File: config.mk
export PLATFORM = sky130hd
export DESIGN_NAME = linked_list_pool_manager_core
export DESIGN_NICKNAME = d
export VERILOG_FILES = /design/src/rtl/llpm_pkg.sv /design/src/rtl/llpm_ram.sv /design/src/rtl/llpm_ctrl.sv /design/src/rtl/llpm_datapath.sv /design/src/rtl/linked_list_pool_manager_core.sv
export SDC_FILE = /design/constraint.sdc
export NUM_CORES = 2
export LEC_CHECK = 0
export BUFFER_PORTS_ARGS = -buffer_cell sky130_fd_sc_hd__buf_2
export CAP_MARGIN = 20
export CORE_AREA = 5 5 578 523
export CTS_CLUSTER_DIAMETER = 30
export DETAILED_ROUTE_END_ITERATION = 10
export DIE_AREA = 0 0 583 528
export PLACE_DENSITY = 0.58
export SLEW_MARGIN = 5
export SYNTH_ARGS = -nofsm -noshare
export SYNTH_HDL_FRONTEND = slang
export SYNTH_SLANG_ARGS = --single-unit
File: constraint.sdc
create_clock -name i_clk -period 6.2 [get_ports i_clk]
set_input_delay 1.86 -clock i_clk [delete_from_list [all_inputs] [get_ports i_clk]]
set_output_delay 1.86 -clock i_clk [all_outputs]
set_load 0.1 [all_outputs]
File: src/rtl/llpm_pkg.sv
package llpm_pkg;

    localparam int POOL_NODES_DEF = 64;
    localparam int CMD_W          = 2;
    localparam int STATUS_W       = 2;
    localparam int VALUE_W        = 32;

    localparam logic [CMD_W-1:0] CMD_NEW = 2'd0;
    localparam logic [CMD_W-1:0] CMD_INS = 2'd1;
    localparam logic [CMD_W-1:0] CMD_DEL = 2'd2;

    localparam logic [STATUS_W-1:0] ST_OK    = 2'd0;
    localparam logic [STATUS_W-1:0] ST_EMPTY = 2'd1;
    localparam logic [STATUS_W-1:0] ST_NULL  = 2'd2;
    localparam logic [STATUS_W-1:0] ST_NONE  = 2'd3;

    // link store read address select
    localparam logic [1:0] RA_P  = 2'd0;
    localparam logic [1:0] RA_FH = 2'd1;
    localparam logic [1:0] RA_RD = 2'd2;

    // link store write address select
    localparam logic [1:0] WA_P  = 2'd0;
    localparam logic [1:0] WA_FH = 2'd1;
    localparam logic [1:0] WA_Q  = 2'd2;

    // link store write data select
    localparam logic [1:0] WD_NULL = 2'd0;
    localparam logic [1:0] WD_LP   = 2'd1;
    localparam logic [1:0] WD_FH   = 2'd2;
    localparam logic [1:0] WD_RD   = 2'd3;

    // result node index select
    localparam logic [1:0] IX_NONE = 2'd0;
    localparam logic [1:0] IX_FH   = 2'd1;
    localparam logic [1:0] IX_Q    = 2'd2;

    typedef struct packed {
        logic                in_load;
        logic                init_wr;
        logic                rd_en;
        logic [1:0]          rd_sel;
        logic                wr_en;
        logic [1:0]          wa_sel;
        logic [1:0]          wd_sel;
        logic                vwr_en;
        logic                lp_cap;
        logic                q_cap;
        logic                nfh_cap;
        logic                val_cap;
        logic                fh_load_rd;
        logic                fh_load_nfh;
        logic                fh_load_q;
        logic                res_load;
        logic [STATUS_W-1:0] res_status;
        logic [1:0]          res_ix;
        logic                res_rm;
    } t_ctl;

    typedef struct packed {
        logic [CMD_W-1:0] cmd;
        logic             p_ok;
        logic             fh_ok;
        logic             rd_ok;
        logic             init_last;
    } t_sts;

endpackage

File: src/rtl/llpm_ram.sv
module llpm_ram #(
    parameter int WIDTH = 32,
    parameter int DEPTH = 64
) (
    input  logic                     i_clk,
    input  logic                     i_wr_en,
    input  logic [$clog2(DEPTH)-1:0] i_wr_addr,
    input  logic [WIDTH-1:0]         i_wr_data,
    input  logic                     i_rd_en,
    input  logic [$clog2(DEPTH)-1:0] i_rd_addr,
    output logic [WIDTH-1:0]         o_rd_data
);

    logic [WIDTH-1:0] r_mem [DEPTH];
    logic [WIDTH-1:0] r_rd_data;

    always_ff @(posedge i_clk) begin
        if (i_wr_en) begin
            r_mem[i_wr_addr] <= i_wr_data;
        end
        if (i_rd_en) begin
            r_rd_data <= r_mem[i_rd_addr];
        end
    end

    assign o_rd_data = r_rd_data;

endmodule

File: src/rtl/llpm_ctrl.sv
module llpm_ctrl (
    input  logic           i_clk,
    input  logic           i_rst_n,
    input  logic           start,
    output logic           o_busy,
    input  llpm_pkg::t_sts i_sts,
    output llpm_pkg::t_ctl o_ctl
);

    import llpm_pkg::*;

    localparam logic [2:0] S_INIT = 3'd0;
    localparam logic [2:0] S_IDLE = 3'd1;
    localparam logic [2:0] S_DEC  = 3'd2;
    localparam logic [2:0] S_WR0  = 3'd3;
    localparam logic [2:0] S_RD1  = 3'd4;
    localparam logic [2:0] S_WRA  = 3'd5;
    localparam logic [2:0] S_WRB  = 3'd6;

    logic [2:0] r_state;
    logic [2:0] n_state;
    t_ctl       ctl;

    always_comb begin
        ctl     = '0;
        n_state = r_state;
        case (r_state)
            S_INIT: begin
                ctl.init_wr = 1'b1;
                if (i_sts.init_last) begin
                    n_state = S_IDLE;
                end
            end
            S_IDLE: begin
                if (start) begin
                    ctl.in_load = 1'b1;
                    n_state     = S_DEC;
                end
            end
            S_DEC: begin
                n_state = S_IDLE;
                case (i_sts.cmd)
                    CMD_NEW: begin
                        if (!i_sts.fh_ok) begin
                            ctl.res_load   = 1'b1;
                            ctl.res_status = ST_EMPTY;
                        end else begin
                            ctl.rd_en  = 1'b1;
                            ctl.rd_sel = RA_FH;
                            n_state    = S_WR0;
                        end
                    end
                    CMD_INS: begin
                        if (!i_sts.p_ok) begin
                            ctl.res_load   = 1'b1;
                            ctl.res_status = ST_NULL;
                        end else if (!i_sts.fh_ok) begin
                            ctl.res_load   = 1'b1;
                            ctl.res_status = ST_EMPTY;
                        end else begin
                            ctl.rd_en  = 1'b1;
                            ctl.rd_sel = RA_P;
                            n_state    = S_RD1;
                        end
                    end
                    CMD_DEL: begin
                        if (!i_sts.p_ok) begin
                            ctl.res_load   = 1'b1;
                            ctl.res_status = ST_NULL;
                        end else begin
                            ctl.rd_en  = 1'b1;
                            ctl.rd_sel = RA_P;
                            n_state    = S_RD1;
                        end
                    end
                    default: begin
                        ctl.res_load   = 1'b1;
                        ctl.res_status = ST_OK;
                    end
                endcase
            end
            S_WR0: begin
                ctl.wr_en      = 1'b1;
                ctl.wa_sel     = WA_FH;
                ctl.wd_sel     = WD_NULL;
                ctl.vwr_en     = 1'b1;
                ctl.fh_load_rd = 1'b1;
                ctl.res_load   = 1'b1;
                ctl.res_status = ST_OK;
                ctl.res_ix     = IX_FH;
                n_state        = S_IDLE;
            end
            S_RD1: begin
                if (i_sts.cmd == CMD_INS) begin
                    // hold link[p], fetch the next free node
                    ctl.lp_cap = 1'b1;
                    ctl.rd_en  = 1'b1;
                    ctl.rd_sel = RA_FH;
                    n_state    = S_WRA;
                end else if (!i_sts.rd_ok) begin
                    ctl.res_load   = 1'b1;
                    ctl.res_status = ST_NONE;
                    n_state        = S_IDLE;
                end else begin
                    // follower found: fetch its link and value
                    ctl.q_cap  = 1'b1;
                    ctl.rd_en  = 1'b1;
                    ctl.rd_sel = RA_RD;
                    n_state    = S_WRA;
                end
            end
            S_WRA: begin
                ctl.wr_en = 1'b1;
                if (i_sts.cmd == CMD_INS) begin
                    ctl.wa_sel  = WA_FH;
                    ctl.wd_sel  = WD_LP;
                    ctl.vwr_en  = 1'b1;
                    ctl.nfh_cap = 1'b1;
                end else begin
                    ctl.wa_sel  = WA_P;
                    ctl.wd_sel  = WD_RD;
                    ctl.val_cap = 1'b1;
                end
                n_state = S_WRB;
            end
            S_WRB: begin
                ctl.wr_en      = 1'b1;
                ctl.wd_sel     = WD_FH;
                ctl.res_load   = 1'b1;
                ctl.res_status = ST_OK;
                if (i_sts.cmd == CMD_INS) begin
                    ctl.wa_sel      = WA_P;
                    ctl.fh_load_nfh = 1'b1;
                    ctl.res_ix      = IX_FH;
                end else begin
                    ctl.wa_sel    = WA_Q;
                    ctl.fh_load_q = 1'b1;
                    ctl.res_ix    = IX_Q;
                    ctl.res_rm    = 1'b1;
                end
                n_state = S_IDLE;
            end
            default: begin
                n_state = S_IDLE;
            end
        endcase
    end

    always_ff @(posedge i_clk) begin
        if (!i_rst_n) begin
            r_state <= S_INIT;
        end else begin
            r_state <= n_state;
        end
    end

    assign o_busy = (r_state != S_IDLE);
    assign o_ctl  = ctl;

`ifndef SYNTHESIS
    a_accept_busy: assert property (@(posedge i_clk) disable iff (!i_rst_n)
        start && !o_busy |=> o_busy)
        else $error("accepted beat did not raise busy");
    a_single_result: assert property (@(posedge i_clk) disable iff (!i_rst_n)
        ctl.res_load |=> !ctl.res_load)
        else $error("two results for one beat");
    a_no_result_in_init: assert property (@(posedge i_clk) disable iff (!i_rst_n)
        (r_state == S_INIT) |-> !ctl.res_load && !ctl.wr_en)
        else $error("command activity during link init");
`endif

endmodule

File: src/rtl/llpm_datapath.sv
module llpm_datapath #(
    parameter int POOL_NODES = llpm_pkg::POOL_NODES_DEF
) (
    input  logic                                     i_clk,
    input  logic                                     i_rst_n,
    input  llpm_pkg::t_ctl                           i_ctl,
    output llpm_pkg::t_sts                           o_sts,
    input  logic [llpm_pkg::CMD_W-1:0]               i_cmd,
    input  logic signed [$clog2(POOL_NODES):0]       i_position,
    input  logic signed [llpm_pkg::VALUE_W-1:0]      i_value,
    output logic                                     o_done,
    output logic [llpm_pkg::STATUS_W-1:0]            o_status,
    output logic signed [$clog2(POOL_NODES):0]       o_node_index,
    output logic signed [llpm_pkg::VALUE_W-1:0]      o_removed_value
);

    import llpm_pkg::*;

    localparam int AW = $clog2(POOL_NODES);
    localparam int IW = AW + 1;
    localparam logic [IW-1:0] NULL_IDX  = '1;
    localparam logic [IW-1:0] POOL_LIM  = IW'(POOL_NODES);
    localparam logic [AW-1:0] LAST_NODE = AW'(POOL_NODES - 1);

    function automatic logic idx_ok(input logic [IW-1:0] a);
        return !a[IW-1] && ({1'b0, a[AW-1:0]} < POOL_LIM);
    endfunction

    logic [CMD_W-1:0]    r_cmd;
    logic [IW-1:0]       r_pos;
    logic [VALUE_W-1:0]  r_val_in;
    logic [IW-1:0]       r_fh;
    logic [IW-1:0]       r_lp;
    logic [IW-1:0]       r_q;
    logic [IW-1:0]       r_nfh;
    logic [VALUE_W-1:0]  r_rm;
    logic [AW-1:0]       r_init;
    logic                r_done;
    logic [STATUS_W-1:0] r_status;
    logic [IW-1:0]       r_idx;
    logic [VALUE_W-1:0]  r_rmv;

    logic [IW-1:0]      link_rd;
    logic [VALUE_W-1:0] val_rd;
    logic [AW-1:0]      rd_addr;
    logic [AW-1:0]      wr_addr;
    logic [IW-1:0]      wr_data;
    logic               link_wr_en;
    logic               val_rd_en;

    always_comb begin
        case (i_ctl.rd_sel)
            RA_P:    rd_addr = r_pos[AW-1:0];
            RA_FH:   rd_addr = r_fh[AW-1:0];
            RA_RD:   rd_addr = link_rd[AW-1:0];
            default: rd_addr = r_pos[AW-1:0];
        endcase
    end

    always_comb begin
        if (i_ctl.init_wr) begin
            wr_addr = r_init;
            wr_data = (r_init == LAST_NODE) ? NULL_IDX : ({1'b0, r_init} + IW'(1));
        end else begin
            case (i_ctl.wa_sel)
                WA_P:    wr_addr = r_pos[AW-1:0];
                WA_FH:   wr_addr = r_fh[AW-1:0];
                WA_Q:    wr_addr = r_q[AW-1:0];
                default: wr_addr = r_pos[AW-1:0];
            endcase
            case (i_ctl.wd_sel)
                WD_NULL: wr_data = NULL_IDX;
                WD_LP:   wr_data = r_lp;
                WD_FH:   wr_data = r_fh;
                WD_RD:   wr_data = link_rd;
                default: wr_data = NULL_IDX;
            endcase
        end
    end

    assign link_wr_en = i_ctl.wr_en || i_ctl.init_wr;
    assign val_rd_en  = i_ctl.rd_en && (i_ctl.rd_sel == RA_RD);

    llpm_ram #(
        .WIDTH (IW),
        .DEPTH (POOL_NODES)
    ) u_link_ram (
        .i_clk     (i_clk),
        .i_wr_en   (link_wr_en),
        .i_wr_addr (wr_addr),
        .i_wr_data (wr_data),
        .i_rd_en   (i_ctl.rd_en),
        .i_rd_addr (rd_addr),
        .o_rd_data (link_rd)
    );

    llpm_ram #(
        .WIDTH (VALUE_W),
        .DEPTH (POOL_NODES)
    ) u_value_ram (
        .i_clk     (i_clk),
        .i_wr_en   (i_ctl.vwr_en),
        .i_wr_addr (r_fh[AW-1:0]),
        .i_wr_data (r_val_in),
        .i_rd_en   (val_rd_en),
        .i_rd_addr (link_rd[AW-1:0]),
        .o_rd_data (val_rd)
    );

    always_ff @(posedge i_clk) begin
        if (!i_rst_n) begin
            r_init <= '0;
            r_fh   <= '0;
            r_done <= 1'b0;
        end else begin
            if (i_ctl.init_wr) begin
                r_init <= r_init + AW'(1);
            end
            if (i_ctl.fh_load_rd) begin
                r_fh <= link_rd;
            end else if (i_ctl.fh_load_nfh) begin
                r_fh <= r_nfh;
            end else if (i_ctl.fh_load_q) begin
                r_fh <= r_q;
            end
            r_done <= i_ctl.res_load;
        end
    end

    always_ff @(posedge i_clk) begin
        if (i_ctl.in_load) begin
            r_cmd    <= i_cmd;
            r_pos    <= i_position;
            r_val_in <= i_value;
        end
        if (i_ctl.lp_cap) begin
            r_lp <= link_rd;
        end
        if (i_ctl.q_cap) begin
            r_q <= link_rd;
        end
        if (i_ctl.nfh_cap) begin
            r_nfh <= link_rd;
        end
        if (i_ctl.val_cap) begin
            r_rm <= val_rd;
        end
        if (i_ctl.res_load) begin
            r_status <= i_ctl.res_status;
            case (i_ctl.res_ix)
                IX_FH:   r_idx <= r_fh;
                IX_Q:    r_idx <= r_q;
                default: r_idx <= NULL_IDX;
            endcase
            r_rmv <= i_ctl.res_rm ? r_rm : '0;
        end
    end

    assign o_sts.cmd       = r_cmd;
    assign o_sts.p_ok      = idx_ok(r_pos);
    assign o_sts.fh_ok     = idx_ok(r_fh);
    assign o_sts.rd_ok     = idx_ok(link_rd);
    assign o_sts.init_last = (r_init == LAST_NODE);

    assign o_done          = r_done;
    assign o_status        = r_status;
    assign o_node_index    = r_idx;
    assign o_removed_value = r_rmv;

`ifndef SYNTHESIS
    a_fail_no_index: assert property (@(posedge i_clk) disable iff (!i_rst_n)
        o_done && (o_status != ST_OK) |-> (o_node_index == NULL_IDX) && (o_removed_value == '0))
        else $error("failed beat carries a node index or value");
    a_free_head_form: assert property (@(posedge i_clk) disable iff (!i_rst_n)
        r_fh[IW-1] |-> (r_fh == NULL_IDX))
        else $error("free head holds a malformed null");
`endif

endmodule

File: src/rtl/linked_list_pool_manager_core.sv
// Linked list node pool with a free list.
// Input channel: drive i_cmd, i_position and i_value with start high; the beat
// is taken at a rising edge where start is high and busy is low.
// Result channel: o_done is high for one cycle with o_status, o_node_index and
// o_removed_value; the result must be taken in that cycle, there is no stall.
// Path from the accept edge to o_done, by command:
//   - null position, pool empty, unused command: result from the decode state
//   - new head: decode, then write; delete with no follower: decode, then read
//   - insert after, delete after: decode, read, then write A and write B
// The paths follow from the single read port of the link store and its
// registered read: each command that writes reads one or two links first.
// busy drops in the cycle o_done rises, so the next beat may be taken then.
// After reset the link store is filled with the initial free chain, one entry
// a cycle, with busy high until every entry is written; no beat is taken until then.
// The value store is not cleared; a node's value is defined once written.
module linked_list_pool_manager_core #(
    parameter int POOL_NODES = llpm_pkg::POOL_NODES_DEF
) (
    input  logic                                i_clk,
    input  logic                                i_rst_n,
    input  logic                                start,
    output logic                                busy,
    input  logic [llpm_pkg::CMD_W-1:0]          i_cmd,
    input  logic signed [$clog2(POOL_NODES):0]  i_position,
    input  logic signed [llpm_pkg::VALUE_W-1:0] i_value,
    output logic                                o_done,
    output logic [llpm_pkg::STATUS_W-1:0]       o_status,
    output logic signed [$clog2(POOL_NODES):0]  o_node_index,
    output logic signed [llpm_pkg::VALUE_W-1:0] o_removed_value
);

    import llpm_pkg::*;

    t_ctl ctl;
    t_sts sts;

    llpm_ctrl u_ctrl (
        .i_clk   (i_clk),
        .i_rst_n (i_rst_n),
        .start   (start),
        .o_busy  (busy),
        .i_sts   (sts),
        .o_ctl   (ctl)
    );

    llpm_datapath #(
        .POOL_NODES (POOL_NODES)
    ) u_datapath (
        .i_clk           (i_clk),
        .i_rst_n         (i_rst_n),
        .i_ctl           (ctl),
        .o_sts           (sts),
        .i_cmd           (i_cmd),
        .i_position      (i_position),
        .i_value         (i_value),
        .o_done          (o_done),
        .o_status        (o_status),
        .o_node_index    (o_node_index),
        .o_removed_value (o_removed_value)
    );

endmodule
[Word-level counts from Yosys, hierarchy flattened]
Memories as Yosys holds them, arrays and structs flattened. A register that Yosys moved wholly into a read port is not among the register bits.
Index checks and enable logic that the tools add are counted.
Word-level totals
  bits of input ports: 44
  memories: 2
  RAM bits: 2496
  register bits: 152
Memories
  u_datapath.u_value_ram.r_mem: words 64, width 32, read ports 1, clocked after Yosys merged registers in 1, wr ports 1, RTL line llpm_ram.sv:14  | logic [WIDTH-1:0] r_mem [DEPTH];
  u_datapath.u_link_ram.r_mem: words 64, width 7, read ports 1, clocked after Yosys merged registers in 1, wr ports 1, RTL line llpm_ram.sv:14
Cells by class
  mux-type cells: 57
  equality and inequality tests: 21
  $add $sub $neg: 2
  reductions and logical operators: 8
Operators with widths (number)
  3-bit two-way mux: 19
  3-bit one-hot mux with 3 select lines: 4
  7-bit two-way mux: 5
  7-bit one-hot mux with 4 select lines: 1
  6-bit one-hot mux with 2 select lines: 2
  3-bit one-hot mux with 5 select lines: 1
  5-bit one-hot mux with 3 select lines: 1
  7-bit one-hot mux with 2 select lines: 1
  1-bit two-way mux: 13
  2-bit == test (second input constant): 6
  2-bit two-way mux: 6
  2-bit by 1-bit == test with 1-bit output (second input constant): 5
  3-bit == test (second input constant): 3
  6-bit by 1-bit adder with 7-bit output (second input constant): 1
  6-bit by 1-bit adder with 6-bit output (second input constant): 1
  3-bit by 2-bit == test with 1-bit output (second input constant): 2
  6-bit == test (second input constant): 1
  6-bit two-way mux: 1
  3-bit one-hot mux with 2 select lines: 1
  2-bit zero test: 2
  2-bit inequality test (second input constant): 2
  2-bit one-hot mux with 2 select lines: 1
  3-bit by 1-bit == test with 1-bit output (second input constant): 1
  3-bit zero test: 1
  other kinds (7): 7

[Depth between registers and ports, before layout]
  depth after elaboration: 6
  mapped depth: 19

[Modules after synthesis]
From an unflattened synthesis, not the netlist that was laid out.
Second synthesis, totals
  cells, all modules: 4590
  area, all modules: 102843.6 µm²
By module, submodules not included
  llpm_ram at u_datapath.u_value_ram: cells each 3324, area an instance 78835.6 µm², seq. area each 62459.9 µm², instances 1
  llpm_ram at u_datapath.u_link_ram: cells each 827, area an instance 17705.7 µm², seq. area each 13663.1 µm², instances 1
  llpm_datapath: cells each 358, area an instance 5754.3 µm², seq. area each 4334.2 µm², instances 1
  llpm_ctrl: cells each 81, area an instance 548.0 µm², seq. area each 60.1 µm², instances 1

[Worst setup path after synthesis]
Ideal clock, no wire load.
  path type: flip-flop to flip-flop
  start point: reg u_ctrl.r_state[0]
  end point: reg u_datapath.r_idx[0], in the netlist u_datapath.o_node_index[0] (enable)
  buffers on the path: 2
  setup time: 0.503 ns
  arrival time: 4.122 ns
  clock period less this slack: 4.625 ns
  slack: 1.575 ns
  stages on the path, launching flop included: 6
  cell sequence: dfxtp_1 clkbuf_1 clkbuf_1 o21a_1 nor2_1 a211oi_1
RTL lines
  start: declaration: RTL line llpm_ctrl.sv:20  | logic [2:0] r_state;
  start signal: assignment: RTL line llpm_ctrl.sv:153  | r_state <= n_state;
  end signal: assignment: RTL line llpm_datapath.sv:151  | IX_FH: r_idx <= r_fh;
  end signal: assignment: RTL line llpm_datapath.sv:152  | IX_Q: r_idx <= r_q;
  end: declaration: RTL line llpm_datapath.sv:40  | logic [IW-1:0] r_idx;

[Worst setup path after layout]
  start point: reg u_ctrl.r_state[1]
  end point: reg u_datapath.u_link_ram.r_rd_data[6], in the netlist u_datapath.u_link_ram.o_rd_data[6], read port of u_datapath.u_link_ram.r_mem, data pin
On the way
  word-level cells in the longest chain between the ends: 4
  elaborated cells on any way between the ends: 6
  those cells by class: eq/ne (4); mux (2)
RTL lines
  3-bit == test or 3-bit by 2-bit == test with 1-bit output (tied branches): RTL line llpm_ctrl.sv:27  | case (r_state)
  3-bit one-hot mux with 2 select lines *: RTL line llpm_ctrl.sv:27
  2-bit == test or 2-bit by 1-bit == test with 1-bit output (tied branches): RTL line llpm_datapath.sv:52  | case (i_ctl.rd_sel)
  6-bit one-hot mux with 2 select lines: RTL line llpm_datapath.sv:52
  end: declaration: RTL line llpm_ram.sv:15  | logic [WIDTH-1:0] r_rd_data;
Every way passes the cells marked *; elsewhere a longest branch is shown, timed or not.
A chain may end at the register's enable or synchronous reset.

==> results <==
- The wire-length estimate of the detail-placed layout is 158000 um.
- The initial antenna violation count was 20.
- The cell depth of the worst flop-to-flop path is 13.
- The combinational share of power is 0.004.
- The share of total power dissipated in the clock network is 0.573.
- The final weighted congestion in routability-driven placement is approximately 0.83.
- The count of maximum capacitance violations is 0.
- Clock tree synthesis inserted a total of between 400 and 500 buffers.
- The floorplan step set the die width to about 600 um.
- The worst register-to-register path ends at u_datapath.u_link_ram.o_rd_data[6].
- The element type at the critical path end is a register.
- The slack of the critical path is between 900 and 1000 ps.
- The number of hold-slack violations in the final timing report is 0.
- The class of the tightest hold or removal check is reg -> reg.
- The fraction of synthesis flops using an asynchronous set or reset pin is 0.
- The clock period could shrink to 5230 ps.
- In this design, the stage delay of the slowest critical-path cell is 740 ps.
- Leaving out fill and tap cells, the most frequent cell in the layout is sky130_fd_sc_hd__edfxtp_1.
- The worst setup slack after placement is 945 ps.
- For this design the ratio of total power to cell area is ~370 mW/mm^2.
- The worst endpoint data arrival time is 5900 ps.
- The worst min-delay path startpoint is u_datapath.u_value_ram.o_rd_data[0].
- The maximum clock path buffer count is 4.
- The vias per cell is between 5 and 6.
- The hold-fix buffer count after cts is 0.
- The maximum number of pins on one net before global-route repair is about 140.
- The number of enable-type register cells in the synthesized netlist is between 2000 and 3000.
- Pin placement for this block handled 87 I/O pins.
- In this design, the largest share of critical-path delay is due to compound AO/OA/AOI/OAI gates.
- Clock-pin slew was measured on the worst setup and hold paths at ~50 ps.
- The first detailed-routing pass ran for 5 iterations.
- The synthesis warning total is 0.
- Cell internal power was estimated by the tool at around 37 mW.
- The share of the synthesized area in the top cell type is 0.780.
- Leaving out fill and tap cells, the most frequent cells in the layout are 2670 x sky130_fd_sc_hd__edfxtp_1, 725 x sky130_fd_sc_hd__mux4_2, 482 x sky130_fd_sc_hd__clkbuf_16.
- The height of the chip is roughly 530 um.
- The minimum setup slack among reg-to-reg paths is 970 ps.
- After detailed routing, the average wire length per cell comes to 29.1 um.
- In this run the number of cells on the critical path is 13.
- Compared with the post-synthesis result, the final layout area differs by 22.6%.
- The number of setup violations in the final report is 0.
- The synthesized design spends more area on one cell type than any other, namely sky130_fd_sc_hd__edfxtp_1.
- The main flop type after synthesis is sky130_fd_sc_hd__edfxtp_1.
- The max-slew violation count is 0.
- After synthesis the netlist holds a flip-flop and latch count of roughly 2700.
- The sequential share of the synthesized area is 0.783.
- The cell at the root of the clock tree is sky130_fd_sc_hd__clkbuf_16.
- For this run, the total global-route usage over all layers was measured as 0.174.
- In this run the worst path has a maximum fanout of 50.
- The via count of the first global-routing pass is roughly 51000.
- Wires add up to roughly 270000 um.
- The clock tree synthesis step divided the H-tree into 5 levels.
- The sink count of the clock tree is 2687.
- The number of vias after detailed routing is ~50000.
- The placeable core area is 0.296 sq mm.
- The relative max-transition margin is 0.241.
- The sequential power share is 0.424.
- The number of input and output port buffers inserted is 86.
- Setup repair after global routing left no endpoint under its margin.
- The overall power is around 47 mW.
- The first routing iteration left 6222 violations.
- The critical setup path kind is reg -> reg.
- For the pin with the worst max-slew slack, the measured transition is between 1000 and 1500 ps.
- Across the VDD grid, the largest voltage drop is between 0.2 and 0.3 mV.
- The capture endpoint of the worst hold path is u_datapath.r_rm[0].
- Static timing analysis puts the maximum clock frequency at about 190 MHz.
- The die area is around 0.31 sq mm.
- The largest individual stage delay along the critical path comes from the cell sky130_fd_sc_hd__a2111oi_0.
- Of the total power, the share spent switching nets is 0.202.
- The synthesized net count is 4594.
- TritonCTS built the clock tree.
- The post-synth design cell area is 0.103 sq mm.
- On the final layout, the worst clock skew is approximately 130 ps.
- Synthesis produced a netlist whose cell count is about 4500.
- Traced cell by cell, the critical path runs through buf_4, nand2b_1, or3_1, or3_1, o21ai_0, ha_1, a221o_1, nand2_8, buf_4, mux4_2, a2111oi_0, a21o_1, a32oi_1.
- The number of standard-cell rows in the floorplan is 190.
- Once the clock tree was built, the resizer swapped 0 gates to a different size.
- The utilization after layout is 0.426.
- The initial utilization of the core area, before any placement, comes to 0.347.
- The worst register-to-register path begins at u_ctrl.r_state[1].
- The leakage power is 39.9 nW.
- The total negative slack is 0 ps.
- Along the worst hold path, the cell count comes to 0.
- The net switching component of the power is approximately 9.4 mW.
- The share of the cycle needed by the critical path after routing is 0.843.
- The latest clock arrival within the worst-skew pair is between 900 and 1000 ps.
- The kind of start point of the critical path is a register.
- The first-pass GRT wire length is between 300000 and 400000 um.
- After detailed routing, the number of remaining DRC violations is 0.
- The critical path required time is approximately 6900 ps.
- The net count of the finished layout is ~5000.
- The buffering stage count on the worst path with inverters included is 2.
- The number of buffers added for setup after CTS is 0.
- The flow ran to the end, and the final reports show no timing, DRC or antenna violations.
- The share of cells above drive strength 1 is 0.345.
- The mean post-synth cell area is between 20 and 25 sq um.
- The number of unique standard cell types used by synthesis is 60.
- Once detail routing completed, the nets flagged for antenna violations numbered 0.
- The total congestion overflow after global routing is 0.
- Yosys attributes the largest share of cell area to sky130_fd_sc_hd__edfxtp_1 78%, sky130_fd_sc_hd__mux4_2 16%, sky130_fd_sc_hd__nand2_1 0.74%.
[through the flow]
step                hold WS [ps]  cells  instance area [sq um]
finish                       413   9403                 126000
detailed placement           405   8500                 109000
CTS                          415   9397                 126000
floorplan                    400   4543                 103000
global route                 426   9397                 126000
global placement             407   8499                 109000
[worst max path at each step]
stage,from,end,slack (ps)
6_report,u_ctrl.r_state[1],u_datapath.u_link_ram.o_rd_data[6],970
5_1_grt,u_ctrl.r_state[1],u_datapath.u_link_ram.o_rd_data[6],730
4_1_cts,u_ctrl.r_state[1],u_datapath.u_link_ram.o_rd_data[6],1000
3_5_place_dp,u_ctrl.r_state[1],u_datapath.u_link_ram.o_rd_data[6],950
3_3_place_gp,u_ctrl.r_state[1],u_datapath.u_link_ram.o_rd_data[6],970
2_1_floorplan,u_ctrl.r_state[0],u_datapath.o_node_index[0],1580
[flip-flops by register name, indices dropped and copies added (netlist names), 3 cells and up]
name,count
u_datapath.r_q,7
u_datapath.r_fh,7
u_datapath.r_lp,7
u_datapath.r_val_in,32
u_datapath.r_init,6
u_datapath.u_link_ram.o_rd_data,7
u_datapath.o_removed_value,32
u_datapath.u_value_ram.r_mem,2048
u_datapath.u_link_ram.r_mem,448
u_datapath.r_pos,7
u_datapath.r_rm,32
u_datapath.r_nfh,7
u_datapath.o_node_index,7
u_ctrl.r_state,3
u_datapath.u_value_ram.o_rd_data,32
[routing by layer]
layer	GRT usage	vias to the layer above	wire (um)
met5	0	-	12
met1	0.240	27127	113000
li1	-	20493	-
met3	0.0288	421	18900
met4	0.0419	2	5590
met2	0.291	2167	137000
[cell usage after synthesis, types with 9 or more instances]
| cell type | count |
|---|---|
| sky130_fd_sc_hd__inv_1 | 10 |
| sky130_fd_sc_hd__mux4_2 | 725 |
| sky130_fd_sc_hd__nand3_1 | 47 |
| sky130_fd_sc_hd__a22oi_1 | 9 |
| sky130_fd_sc_hd__a21oi_1 | 37 |
| sky130_fd_sc_hd__clkbuf_1 | 132 |
| sky130_fd_sc_hd__nand2_1 | 204 |
| sky130_fd_sc_hd__buf_1 | 27 |
| sky130_fd_sc_hd__a31oi_1 | 22 |
| sky130_fd_sc_hd__and2_1 | 41 |
| sky130_fd_sc_hd__a21o_1 | 10 |
| sky130_fd_sc_hd__nand4_1 | 14 |
| sky130_fd_sc_hd__nand2b_1 | 17 |
| sky130_fd_sc_hd__o21ai_0 | 33 |
| sky130_fd_sc_hd__dfxtp_1 | 17 |
| sky130_fd_sc_hd__edfxtp_1 | 2670 |
| sky130_fd_sc_hd__a211oi_1 | 47 |
| sky130_fd_sc_hd__nor2_1 | 166 |
| sky130_fd_sc_hd__nor3_1 | 9 |
| sky130_fd_sc_hd__a221o_1 | 11 |
| sky130_fd_sc_hd__o22ai_1 | 14 |
| sky130_fd_sc_hd__nor2b_1 | 22 |
| sky130_fd_sc_hd__buf_2 | 71 |
| sky130_fd_sc_hd__and3_1 | 47 |
| sky130_fd_sc_hd__buf_6 | 11 |
| sky130_fd_sc_hd__a311o_1 | 10 |
[cells by family (layout without fill, tap and decap cells)]
family,Yosys count,count (layout),synth area share
adders and majority gates,7,7,0.000852
AOI/OAI and AO/OA,268,268,0.0187
xor gates and xnor gates,8,8,0.000681
muxes,733,733,0.160
buffers and inverters,257,1175,0.0113
other,0,6,0
and+or+nand+nor,583,583,0.0259
DFF,2687,2687,0.783
[power groups by stage]
stage / combinational (mW) / sequential, mW / clock, mW
6_report: 0.174 / 19.8 / 26.8
5_1_grt: 0.183 / 19.8 / 28.1
4_1_cts: 0.176 / 19.8 / 27.2
3_5_place_dp: 0.176 / 20.2 / 0
3_3_place_gp: 0.172 / 20.2 / 0
2_1_floorplan: 0.0763 / 20.1 / 0
[area by class of cell]
type,instances,area (sq um)
Clock buffer,527,12200
Inverter,10,37.5
Tap cell,3936,4920
Clock inverter,370,4610
Timing Repair Buffer,268,1980
Sequential cell,2687,80500
Multi-Input combinational cell,1599,21700
Antenna cell,6,15.0
Fill cell,24981,170000
No activity file was read; power rests on OpenSTA's default activity.
